`config.mk`:
```
export PLATFORM = sky130hd
export DESIGN_NAME = linear_ramp_generator_top
export DESIGN_NICKNAME = d
export VERILOG_FILES = /design/src/rtl/lrg_pkg.sv /design/src/rtl/lrg_div.sv /design/src/rtl/lrg_dp.sv /design/src/rtl/lrg_ctrl.sv /design/src/rtl/linear_ramp_generator_top.sv
export VERILOG_INCLUDE_DIRS = /design/src /design/src/rtl
export SDC_FILE = /design/constraint.sdc
export NUM_CORES = 2
export LEC_CHECK = 0
export BUFFER_PORTS_ARGS = -buffer_cell sky130_fd_sc_hd__buf_2
export CAP_MARGIN = 20
export CORE_MARGIN = 2
export CORE_UTILIZATION = 45
export CTS_BUF_LIST = sky130_fd_sc_hd__clkbuf_8
export CTS_CLUSTER_SIZE = 20
export DETAILED_ROUTE_END_ITERATION = 8
export GPL_TIMING_DRIVEN = 0
export SLEW_MARGIN = 15
export SYNTH_ARGS = -nofsm -noshare
export SYNTH_HDL_FRONTEND = slang
export SYNTH_HIERARCHICAL = 1
export SYNTH_SLANG_ARGS = --single-unit
```
`constraint.sdc`:
```
create_clock -name clk_i -period 6.6 [get_ports clk_i]
set_input_delay 0.99 -clock clk_i [delete_from_list [all_inputs] [get_ports clk_i]]
set_output_delay 0.99 -clock clk_i [all_outputs]
set_load 0.05 [all_outputs]
```
`src/rtl/linear_ramp_generator_top_assert.svh`:
```
// Assertion macros for the linear ramp generator.
// Every property is sampled on the rising clock edge and is off while reset is held.
`ifndef LINEAR_RAMP_GENERATOR_TOP_ASSERT_SVH
`define LINEAR_RAMP_GENERATOR_TOP_ASSERT_SVH

// The consequent must hold in the same cycle as the antecedent.
`define LRG_ASSERT_NOW(label, ante, cons) \
  label: assert property (@(posedge clk_i) disable iff (!rst_ni) (ante) |-> (cons)) \
    else $error("linear ramp generator: same-cycle check failed");

// The consequent must hold in the cycle after the antecedent.
`define LRG_ASSERT_NEXT(label, ante, cons) \
  label: assert property (@(posedge clk_i) disable iff (!rst_ni) (ante) |=> (cons)) \
    else $error("linear ramp generator: next-cycle check failed");

`endif

```
`src/rtl/lrg_pkg.sv`:
```
`default_nettype none

package lrg_pkg;

  // Default sizes of the value, the extra accumulator fraction and the sample count.
  localparam int unsigned VALUE_WIDTH_DEF     = 32;
  localparam int unsigned EXTRA_FRAC_BITS_DEF = 16;
  localparam int unsigned COUNT_WIDTH_DEF     = 24;

  // Command field codes.
  localparam int unsigned CMD_W = 2;
  localparam logic [CMD_W-1:0] CMD_TICK = 2'd0;
  localparam logic [CMD_W-1:0] CMD_SET  = 2'd1;
  localparam logic [CMD_W-1:0] CMD_STOP = 2'd2;

  // Ramp time and rate register formats.
  localparam int unsigned TIME_W      = 16;
  localparam int unsigned SPM_W       = 16;
  localparam int unsigned SPM_FRAC    = 8;
  localparam int unsigned RAW_COUNT_W = TIME_W + SPM_W - SPM_FRAC;
  localparam logic [SPM_W-1:0] SPM_RESET = 16'd12288;

  // Commands from the controller to the datapath.
  typedef struct packed {
    logic load_set;
    logic load_stop;
    logic prep;
    logic div_start;
    logic commit;
    logic emit;
  } lrg_cmd_t;

  // Status from the datapath to the controller.
  typedef struct packed {
    logic retarget_pending;
    logic count_zero;
    logic div_done;
  } lrg_status_t;

endpackage

`default_nettype wire

```
`src/rtl/lrg_div.sv`:
```
`default_nettype none

// Restoring unsigned divider, one quotient bit per cycle.
module lrg_div #(
  parameter int unsigned DIVIDEND_W = 49,
  parameter int unsigned DIVISOR_W  = 24
) (
  input  wire logic                  clk_i,
  input  wire logic                  rst_ni,
  input  wire logic                  start_i,
  input  wire logic [DIVIDEND_W-1:0] dividend_i,
  input  wire logic [DIVISOR_W-1:0]  divisor_i,
  output logic                       done_o,
  output logic [DIVIDEND_W-1:0]      quotient_o
);

  localparam int unsigned CNT_W = (DIVIDEND_W > 1) ? $clog2(DIVIDEND_W) : 1;

  logic                  busy_q, busy_d;
  logic [CNT_W-1:0]      cnt_q, cnt_d;
  logic [DIVISOR_W-1:0]  rem_q, rem_d;
  logic [DIVISOR_W-1:0]  div_q, div_d;
  logic [DIVIDEND_W-1:0] quo_q, quo_d;
  logic [DIVISOR_W:0]    rem_sh;
  logic [DIVISOR_W:0]    rem_sub;
  logic                  fits;
  logic                  last;

  assign rem_sh  = {rem_q, quo_q[DIVIDEND_W-1]};
  assign fits    = rem_sh >= {1'b0, div_q};
  assign rem_sub = rem_sh - {1'b0, div_q};
  assign last    = cnt_q == CNT_W'(DIVIDEND_W - 1);

  assign done_o     = busy_q && last;
  assign quotient_o = quo_q;

  always_comb begin
    busy_d = busy_q;
    cnt_d  = cnt_q;
    rem_d  = rem_q;
    div_d  = div_q;
    quo_d  = quo_q;
    if (start_i) begin
      busy_d = 1'b1;
      cnt_d  = '0;
      rem_d  = '0;
      div_d  = divisor_i;
      quo_d  = dividend_i;
    end else if (busy_q) begin
      rem_d = fits ? rem_sub[DIVISOR_W-1:0] : rem_sh[DIVISOR_W-1:0];
      quo_d = {quo_q[DIVIDEND_W-2:0], fits};
      cnt_d = cnt_q + CNT_W'(1);
      if (last) begin
        busy_d = 1'b0;
      end
    end
  end

  always_ff @(posedge clk_i or negedge rst_ni) begin
    if (!rst_ni) begin
      busy_q <= 1'b0;
      cnt_q  <= '0;
    end else begin
      busy_q <= busy_d;
      cnt_q  <= cnt_d;
    end
  end

  always_ff @(posedge clk_i) begin
    rem_q <= rem_d;
    div_q <= div_d;
    quo_q <= quo_d;
  end

endmodule

`default_nettype wire

```
`src/rtl/lrg_dp.sv`:
```
`default_nettype none

// Ramp datapath: pending request registers, accumulator, step, count and divider.
module lrg_dp
  import lrg_pkg::*;
#(
  parameter int unsigned VALUE_WIDTH     = VALUE_WIDTH_DEF,
  parameter int unsigned EXTRA_FRAC_BITS = EXTRA_FRAC_BITS_DEF,
  parameter int unsigned COUNT_WIDTH     = COUNT_WIDTH_DEF
) (
  input  wire logic                   clk_i,
  input  wire logic                   rst_ni,
  input  wire lrg_cmd_t               cmd_i,
  output lrg_status_t                 status_o,
  input  wire logic [VALUE_WIDTH-1:0] target_value_i,
  input  wire logic [TIME_W-1:0]      ramp_ms_i,
  input  wire logic                   cfg_we_i,
  input  wire logic [SPM_W-1:0]       cfg_wdata_i,
  output logic [VALUE_WIDTH-1:0]      sample_value_o
);

  localparam int unsigned ACC_W  = VALUE_WIDTH + EXTRA_FRAC_BITS;
  localparam int unsigned DIFF_W = ACC_W + 1;
  localparam int unsigned CMP_W  = (COUNT_WIDTH > RAW_COUNT_W) ? COUNT_WIDTH : RAW_COUNT_W;

  logic [SPM_W-1:0]       spm_q, spm_d;
  logic [ACC_W-1:0]       current_acc_q, current_acc_d;
  logic [ACC_W-1:0]       step_acc_q, step_acc_d;
  logic [COUNT_WIDTH-1:0] samples_left_q, samples_left_d;
  logic [VALUE_WIDTH-1:0] final_target_q, final_target_d;
  logic [VALUE_WIDTH-1:0] pending_target_q, pending_target_d;
  logic [VALUE_WIDTH-1:0] pending_base_q, pending_base_d;
  logic [TIME_W-1:0]      pending_time_q, pending_time_d;
  logic                   stop_q, stop_d;
  logic                   rebase_q, rebase_d;
  logic                   retarget_q, retarget_d;
  logic [COUNT_WIDTH-1:0] count_q, count_d;
  logic                   diff_neg_q, diff_neg_d;
  logic [VALUE_WIDTH-1:0] sample_q, sample_d;

  logic [TIME_W+SPM_W-1:0] product;
  logic [CMP_W-1:0]        raw_ext;
  logic [CMP_W-1:0]        count_max;
  logic [COUNT_WIDTH-1:0]  count_sat;
  logic [ACC_W-1:0]        base_acc;
  logic [ACC_W-1:0]        cur_start;
  logic [ACC_W-1:0]        tgt_acc;
  logic [ACC_W-1:0]        final_acc;
  logic [DIFF_W-1:0]       tgt_ext;
  logic [DIFF_W-1:0]       cur_ext;
  logic                    diff_neg;
  logic [DIFF_W-1:0]       diff_mag;
  logic                    div_done;
  logic [DIFF_W-1:0]       quotient;
  logic [DIFF_W-1:0]       quotient_neg;
  logic [ACC_W-1:0]        step_sat;

  // Ramp length in samples, saturated to the count width.
  assign product   = pending_time_q * spm_q;
  assign raw_ext   = CMP_W'(product[TIME_W+SPM_W-1:SPM_FRAC]);
  assign count_max = CMP_W'({COUNT_WIDTH{1'b1}});
  assign count_sat = (raw_ext > count_max) ? {COUNT_WIDTH{1'b1}} : raw_ext[COUNT_WIDTH-1:0];

  // Q16.16 values widen into the accumulator by appending fraction bits.
  assign base_acc  = ACC_W'(pending_base_q) << EXTRA_FRAC_BITS;
  assign tgt_acc   = ACC_W'(pending_target_q) << EXTRA_FRAC_BITS;
  assign final_acc = ACC_W'(final_target_q) << EXTRA_FRAC_BITS;
  assign cur_start = rebase_q ? base_acc : current_acc_q;

  // Magnitude and sign of the distance to the target.
  assign tgt_ext  = {tgt_acc[ACC_W-1], tgt_acc};
  assign cur_ext  = {current_acc_q[ACC_W-1], current_acc_q};
  assign diff_neg = $signed(tgt_acc) < $signed(current_acc_q);
  assign diff_mag = diff_neg ? (cur_ext - tgt_ext) : (tgt_ext - cur_ext);

  lrg_div #(
    .DIVIDEND_W(DIFF_W),
    .DIVISOR_W (COUNT_WIDTH)
  ) u_div (
    .clk_i     (clk_i),
    .rst_ni    (rst_ni),
    .start_i   (cmd_i.div_start),
    .dividend_i(diff_mag),
    .divisor_i (count_q),
    .done_o    (div_done),
    .quotient_o(quotient)
  );

  // Signed step, saturated to the accumulator range.
  assign quotient_neg = -quotient;
  always_comb begin
    if (|quotient[DIFF_W-1:ACC_W-1]) begin
      step_sat = diff_neg_q ? {1'b1, {(ACC_W-1){1'b0}}} : {1'b0, {(ACC_W-1){1'b1}}};
    end else begin
      step_sat = diff_neg_q ? quotient_neg[ACC_W-1:0] : quotient[ACC_W-1:0];
    end
  end

  always_comb begin
    spm_d            = spm_q;
    current_acc_d    = current_acc_q;
    step_acc_d       = step_acc_q;
    samples_left_d   = samples_left_q;
    final_target_d   = final_target_q;
    pending_target_d = pending_target_q;
    pending_base_d   = pending_base_q;
    pending_time_d   = pending_time_q;
    stop_d           = stop_q;
    rebase_d         = rebase_q;
    retarget_d       = retarget_q;
    count_d          = count_q;
    diff_neg_d       = diff_neg_q;
    sample_d         = sample_q;

    if (cfg_we_i) begin
      spm_d = cfg_wdata_i;
    end
    if (cmd_i.load_set) begin
      pending_target_d = target_value_i;
      pending_time_d   = ramp_ms_i;
      stop_d           = 1'b0;
      retarget_d       = 1'b1;
      if (ramp_ms_i == '0) begin
        pending_base_d = target_value_i;
        rebase_d       = 1'b1;
      end
    end
    if (cmd_i.load_stop) begin
      stop_d     = 1'b1;
      retarget_d = 1'b1;
    end
    if (cmd_i.prep) begin
      current_acc_d = cur_start;
      if (stop_q) begin
        pending_target_d = cur_start[ACC_W-1:EXTRA_FRAC_BITS];
        count_d          = '0;
      end else begin
        count_d = count_sat;
      end
    end
    if (cmd_i.div_start) begin
      diff_neg_d = diff_neg;
    end
    if (cmd_i.commit) begin
      step_acc_d     = (count_q == '0) ? '0 : step_sat;
      samples_left_d = count_q;
      final_target_d = pending_target_q;
      stop_d         = 1'b0;
      rebase_d       = 1'b0;
      retarget_d     = 1'b0;
    end
    if (cmd_i.emit) begin
      if (samples_left_q != '0) begin
        sample_d       = current_acc_q[ACC_W-1:EXTRA_FRAC_BITS];
        current_acc_d  = current_acc_q + step_acc_q;
        samples_left_d = samples_left_q - COUNT_WIDTH'(1);
      end else begin
        sample_d      = final_target_q;
        current_acc_d = final_acc;
      end
    end
  end

  always_ff @(posedge clk_i or negedge rst_ni) begin
    if (!rst_ni) begin
      spm_q            <= SPM_RESET;
      current_acc_q    <= '0;
      step_acc_q       <= '0;
      samples_left_q   <= '0;
      final_target_q   <= '0;
      pending_target_q <= '0;
      pending_base_q   <= '0;
      pending_time_q   <= '0;
      stop_q           <= 1'b0;
      rebase_q         <= 1'b0;
      retarget_q       <= 1'b0;
    end else begin
      spm_q            <= spm_d;
      current_acc_q    <= current_acc_d;
      step_acc_q       <= step_acc_d;
      samples_left_q   <= samples_left_d;
      final_target_q   <= final_target_d;
      pending_target_q <= pending_target_d;
      pending_base_q   <= pending_base_d;
      pending_time_q   <= pending_time_d;
      stop_q           <= stop_d;
      rebase_q         <= rebase_d;
      retarget_q       <= retarget_d;
    end
  end

  always_ff @(posedge clk_i) begin
    count_q    <= count_d;
    diff_neg_q <= diff_neg_d;
    sample_q   <= sample_d;
  end

  assign status_o.retarget_pending = retarget_q;
  assign status_o.count_zero       = count_q == '0;
  assign status_o.div_done         = div_done;
  assign sample_value_o            = sample_q;

endmodule

`default_nettype wire

```
`src/rtl/lrg_ctrl.sv`:
```
`default_nettype none

// Sequencer: takes commands, runs a retarget when a tick finds one pending,
// and owns the output valid flag.
module lrg_ctrl
  import lrg_pkg::*;
(
  input  wire logic             clk_i,
  input  wire logic             rst_ni,
  input  wire logic             in_valid_i,
  output logic                  in_stall_o,
  input  wire logic [CMD_W-1:0] command_i,
  output logic                  out_valid_o,
  input  wire logic             out_stall_i,
  output lrg_cmd_t              cmd_o,
  input  wire lrg_status_t      status_i
);

  localparam logic [2:0] S_IDLE   = 3'd0;
  localparam logic [2:0] S_PREP   = 3'd1;
  localparam logic [2:0] S_START  = 3'd2;
  localparam logic [2:0] S_DIV    = 3'd3;
  localparam logic [2:0] S_COMMIT = 3'd4;
  localparam logic [2:0] S_EMIT   = 3'd5;

  logic [2:0] state_q, state_d;
  logic       out_valid_q, out_valid_d;
  logic       accept;
  logic       out_free;

  assign in_stall_o  = state_q != S_IDLE;
  assign accept      = in_valid_i && (state_q == S_IDLE);
  assign out_free    = !out_valid_q || !out_stall_i;
  assign out_valid_o = out_valid_q;

  always_comb begin
    state_d = state_q;
    cmd_o   = '0;
    unique case (state_q)
      S_IDLE: begin
        if (accept) begin
          unique case (command_i)
            CMD_TICK: state_d = status_i.retarget_pending ? S_PREP : S_EMIT;
            CMD_SET:  cmd_o.load_set = 1'b1;
            CMD_STOP: cmd_o.load_stop = 1'b1;
            default:  state_d = S_IDLE;
          endcase
        end
      end
      S_PREP: begin
        cmd_o.prep = 1'b1;
        state_d    = S_START;
      end
      S_START: begin
        if (status_i.count_zero) begin
          state_d = S_COMMIT;
        end else begin
          cmd_o.div_start = 1'b1;
          state_d         = S_DIV;
        end
      end
      S_DIV: begin
        if (status_i.div_done) begin
          state_d = S_COMMIT;
        end
      end
      S_COMMIT: begin
        cmd_o.commit = 1'b1;
        state_d      = S_EMIT;
      end
      S_EMIT: begin
        if (out_free) begin
          cmd_o.emit = 1'b1;
          state_d    = S_IDLE;
        end
      end
      default: state_d = S_IDLE;
    endcase
  end

  always_comb begin
    out_valid_d = out_valid_q;
    if (cmd_o.emit) begin
      out_valid_d = 1'b1;
    end else if (!out_stall_i) begin
      out_valid_d = 1'b0;
    end
  end

  always_ff @(posedge clk_i or negedge rst_ni) begin
    if (!rst_ni) begin
      state_q     <= S_IDLE;
      out_valid_q <= 1'b0;
    end else begin
      state_q     <= state_d;
      out_valid_q <= out_valid_d;
    end
  end

endmodule

`default_nettype wire

```
`src/rtl/linear_ramp_generator_top.sv`:
```
// Linear ramp generator, one Q16.16 output sample per tick command.
// Input channel (in_valid_i / in_stall_o) carries command_i, target_value_i and
// ramp_ms_i; a transfer happens when valid is high and stall is low. A set or a
// stop command only records a pending change and produces no output. A tick
// applies any pending change and then produces exactly one sample.
// Output channel (out_valid_o / out_stall_i) carries sample_value_o from an
// output register, so a new item can be taken while a sample waits.
// Configuration: cfg_wdata_i writes the samples-per-millisecond register
// (8 fraction bits) when cfg_valid_i is high; cfg_ready_o is always high.
// Sequence: a tick with nothing pending goes through the emit step into the
// output register. A tick that applies a new ramp runs the prep, start,
// divide, commit and emit steps, the divide step waiting on the bit-serial
// step divider; a change with a zero sample count skips the divide step.
// Set and stop commands only load the pending request registers.
// Throughput: one item at a time; the input stalls while a tick is in work.
// When the receiver stalls, the sample holds and a following tick waits in the
// emit step until the output register is free.
// Reset clears the ramp state, the pending flags and the output valid flag,
// and loads 12288 (48 kHz) into the rate register.
`default_nettype none

module linear_ramp_generator_top
  import lrg_pkg::*;
#(
  parameter int unsigned VALUE_WIDTH     = VALUE_WIDTH_DEF,
  parameter int unsigned EXTRA_FRAC_BITS = EXTRA_FRAC_BITS_DEF,
  parameter int unsigned COUNT_WIDTH     = COUNT_WIDTH_DEF
) (
  input  wire logic                          clk_i,
  input  wire logic                          rst_ni,
  input  wire logic                          in_valid_i,
  output logic                               in_stall_o,
  input  wire logic [CMD_W-1:0]              command_i,
  input  wire logic signed [VALUE_WIDTH-1:0] target_value_i,
  input  wire logic [TIME_W-1:0]             ramp_ms_i,
  output logic                               out_valid_o,
  input  wire logic                          out_stall_i,
  output logic signed [VALUE_WIDTH-1:0]      sample_value_o,
  input  wire logic                          cfg_valid_i,
  output logic                               cfg_ready_o,
  input  wire logic [SPM_W-1:0]              cfg_wdata_i
);

  lrg_cmd_t               cmd;
  lrg_status_t            status;
  logic [VALUE_WIDTH-1:0] sample;

  // The rate register can always take a write.
  assign cfg_ready_o    = 1'b1;
  assign sample_value_o = sample;

  lrg_ctrl u_ctrl (
    .clk_i      (clk_i),
    .rst_ni     (rst_ni),
    .in_valid_i (in_valid_i),
    .in_stall_o (in_stall_o),
    .command_i  (command_i),
    .out_valid_o(out_valid_o),
    .out_stall_i(out_stall_i),
    .cmd_o      (cmd),
    .status_i   (status)
  );

  lrg_dp #(
    .VALUE_WIDTH    (VALUE_WIDTH),
    .EXTRA_FRAC_BITS(EXTRA_FRAC_BITS),
    .COUNT_WIDTH    (COUNT_WIDTH)
  ) u_dp (
    .clk_i         (clk_i),
    .rst_ni        (rst_ni),
    .cmd_i         (cmd),
    .status_o      (status),
    .target_value_i(target_value_i),
    .ramp_ms_i     (ramp_ms_i),
    .cfg_we_i      (cfg_valid_i && cfg_ready_o),
    .cfg_wdata_i   (cfg_wdata_i),
    .sample_value_o(sample)
  );

`include "linear_ramp_generator_top_assert.svh"

  // A new sample is never written over one the receiver has not yet taken.
  `LRG_ASSERT_NOW(a_emit_free, cmd.emit, !out_valid_o || !out_stall_i)
  // The divider is only started with a nonzero sample count.
  `LRG_ASSERT_NOW(a_div_nonzero, cmd.div_start, !status.count_zero)
  // Committing a new ramp clears the pending request.
  `LRG_ASSERT_NEXT(a_commit_clears, cmd.commit, !status.retarget_pending)
  // A tick transfer always keeps the input stalled in the next cycle.
  `LRG_ASSERT_NEXT(a_tick_busy,
    in_valid_i && !in_stall_o && (command_i == CMD_TICK), in_stall_o)

endmodule

`default_nettype wire
```
==> impl_results.md <==
- Vias per cell: 5.74
- CP Max Fanout: 7
- Layout area overhead: 12.0%
- GPL Wtd Cong: 0.934
- Ports: 106
- Die area: 80800 um^2
- Core area: 77600 um^2
- Outcome: completed
- Fmax achieved: 152 MHz
- Antenna Nets Post-Route: 0
- # DRC: 0
- Clock Sink Count: 416
- Fin. max-slew vios: 0
- Required @ worst endpoint: 7.13 ns
- Starting Density: 45.6%
- Synthesized Nets: 4383
- # rows: 102
- Minimum clock period: 6.58 ns
- Chip width: 284 um
- Top cells by area, synth: dfrtp_1 18%, fa_1 11%, edfxtp_1 11%
- CP Capture Type: register
- Mapped Cells: 3872
- Antenna violations before repair: 4
- Synth Area per Inst: 9.13 um^2
- Num CTS Buffers: 77
- #FFs+latches synth: 416
- Top cell type's share of synthesized area: 18.4%
- Initial DRC count: 2716
- Final setup vio count: 0
- Layout cells sized above 1: 13.3%
- RSZ-0062 raised after global routing: yes
- PortBufs: 103
- Worst R2R Path Depth: 22
- Wirelength per Cell: 21.6 um
- Vias in the first global route: 29502
- H-tree Lvls: 3
- Min-delay worst type: in2async
- CP Class: reg2reg
- Vias: 29913
- Final nets: 4614
- Root Buffer: clkbuf_8
- Worst-path clk slew: 0.06 ns
- Post-Synthesis Cell Area: 35400 um^2
- Largest net degree at the start of global routing: 96
- First-pass GRT wire length: 174000 um
- Max-slew headroom: 19.5%
- DRT Pass-1 Iters: 6
- Skew final: 0.0576 ns
- DRT Wirelength: 112000 um
- Register area share after synthesis: 31.0%
- Die Y: 284 um
- EDFF count, synth: 130
- Final Util: 51.0%
- Yosys top cell by area: dfrtp_1
- Max-cap viol count: 0
- Worst-Skew Late Latency: 0.72 ns
- Ys flop type: dfrtp_1
- Crit path launch type: register
- Fill cells: 7465
- Placed wire-length estimate: 86400 um
- Yosys warns: 6
- Cell variety after synth: 99
- Final Hold Vio Count: 0
- Hold buffers post-CTS: 0
- Global route overflow: 0
- WP data arrival: 7.11 ns
- Max Root-Sink Buffers: 3
- Async S/R FF share, synth: 63.0%
- CTS tree: built
- Tightest Pin Transition: 1.21 ns
- Gr usage total: 27.6%
- Period utilisation layout: 99.7%
-- per-stage QoR --
stage               cell area, um^2  setup TNS [ns]  hold WS (ns)  instances  setup WS [ns]
floorplan                     35400               0         0.428       3872        0.00337
finish                        39600               0         0.277       5207         0.0222
global placement              37200         -189.90         0.450       5015         -0.786
detailed placement            37400           -4.33         0.453       5025         -0.810
CTS                           39400               0         0.264       5192        0.00206
global route                  39600          -0.355         0.302       5206         -0.177
-- cell usage after synthesis, drive strengths merged (15+ instances only) --
master / instances
nand2: 387
mux2i: 80
dfxtp: 24
a21oi: 228
nand2b: 25
nand3: 50
nand4: 29
inv: 429
dfrtp: 260
o31ai: 23
and2: 127
a21o: 87
fa: 196
xnor2: 91
a311oi: 15
clkbuf: 181
o22ai: 28
nor2b: 23
ha: 244
a31oi: 42
o2111ai: 17
o21bai: 17
or3: 16
edfxtp: 130
mux2: 144
buf: 29
o21a: 24
nor4: 24
xor2: 58
o211ai: 23
o21ai: 224
nor2: 228
a211oi: 72
and3: 44
nor3: 53
-- critical path, cell delays in order, from the launching register on --
cell	delay, ns
dfrtp_2	0.47
buf_6	0.14
and2_4	0.15
fa_1	0.54
inv_2	0.04
fa_1	0.47
fa_1	0.51
inv_2	0.04
fa_1	0.46
fa_1	0.52
inv_2	0.04
fa_1	0.51
inv_2	0.04
ha_4	0.21
and3_4	0.17
a311o_1	0.37
a311oi_2	0.33
a21oi_4	0.13
a221oi_4	0.28
o21ai_2	0.11
o41a_1	0.40
or4_1	0.42
nand3_1	0.08
-- registers in the layout, summed over array words and instances, names as in the netlist, 3 cells and up --
register and flops:
u_dp/u_div/rem_q 24, u_dp/sample_value_o 32, u_dp/current_acc_q 48, u_dp/u_div/div_q 24, u_dp/final_target_q 32, u_dp/u_div/quotient_o 49
u_dp/pending_time_q 16, u_ctrl/state_q 3, u_dp/pending_target_q 32, u_dp/step_acc_q 48, u_dp/samples_left_q 24, u_dp/spm_q 16
u_dp/count_q 24, u_dp/pending_base_q 32, u_dp/u_div/cnt_q 6
-- placed cells by master (no fill, tap or decap), types with 87 or more instances in the layout --
master / synthesis / final
inv_1: 428 / 441
nand2_1: 386 / 386
ha_1: 244 / 237
dfrtp_1: 260 / 234
nor2_1: 228 / 228
a21oi_1: 227 / 224
o21ai_0: 213 / 212
fa_1: 196 / 189
clkbuf_1: 181 / 148
mux2_2: 143 / 143
edfxtp_1: 130 / 130
and2_1: 127 / 123
buf_2: 10 / 116
clkbuf_8: 0 / 93
xnor2_1: 91 / 91
a21o_1: 87 / 87
-- layer usage --
| metal | wire length (um) | part of all wire [%] | global-route usage (%) |
|---|---|---|---|
| met1 | 52000 | 46 | 39.7 |
| met2 | 48800 | 43 | 42.0 |
| met3 | 8440 | 7.5 | 5.39 |
| met4 | 3060 | 2.7 | 8.07 |
| met5 | 0 | 0 | 0 |
-- cell type report --
| cell class | count | area (um^2) | area share [%] |
|---|---|---|---|
| Antenna cell | 2 | 5.00 | 0.0126 |
| Multi-Input combinational cell | 2817 | 22100 | 55.8 |
| Clock inverter | 58 | 442 | 1.12 |
| Clock buffer | 83 | 1140 | 2.88 |
| Timing Repair Buffer | 156 | 993 | 2.51 |
| Tap cell | 1040 | 1300 | 3.29 |
| Buffer | 206 | 1020 | 2.57 |
| Sequential cell | 416 | 11000 | 27.7 |
| Inverter | 429 | 1610 | 4.07 |
-- path summary, 6_finish.rpt --
| kind | slack [ns] | endpoint | start |
|---|---|---|---|
| hold / removal | 0.28 | u_dp/pending_base_q[5]$_DFFE_PN0P_ | rst_ni |
| hold reg to reg | 0.46 | u_dp/samples_left_q[0]$_DFF_PN0_ | u_dp/samples_left_q[0]$_DFF_PN0_ |
| setup / recovery | 0.02 | u_dp/count_q[21]$_SDFFCE_PP0P_ | u_dp/spm_q[6]$_DFFE_PN0P_ |
| setup reg to reg | 0.02 | u_dp/count_q[21]$_SDFFCE_PP0P_ | u_dp/spm_q[6]$_DFFE_PN0P_ |
| max in group asynchronous | 5.31 | u_dp/pending_time_q[4]$_DFFE_PN0P_ | rst_ni |
| min in group clk_i | 0.46 | u_dp/samples_left_q[0]$_DFF_PN0_ | u_dp/samples_left_q[0]$_DFF_PN0_ |
-- what timing repair did --
| action | in CTS | in global routing |
|---|---|---|
| resized for setup | 101 | 30 |
| pin swaps | 27 | 10 |
| setup endpoints to repair | 12 | 9 |
| setup buffers | 30 | 13 |
| cloned | 0 | 0 |
-- cells by family (layout without fill, tap and decap cells) --
family | Yosys count | in the layout | synth area share (%)
xor+xnor | 149 | 149 | 3.69
buf+inv | 639 | 932 | 6.98
compound gates | 935 | 935 | 17.2
flops | 416 | 416 | 31.0
other cells | 1 | 3 | 0.0106
simple gates | 1068 | 1068 | 14.6
mux | 224 | 224 | 6.86
fa+ha+maj | 440 | 440 | 19.7
Power is left out: the tool's default activity adds up to more than one toggle a clock period on the data nets, which glitch-free logic cannot reach.
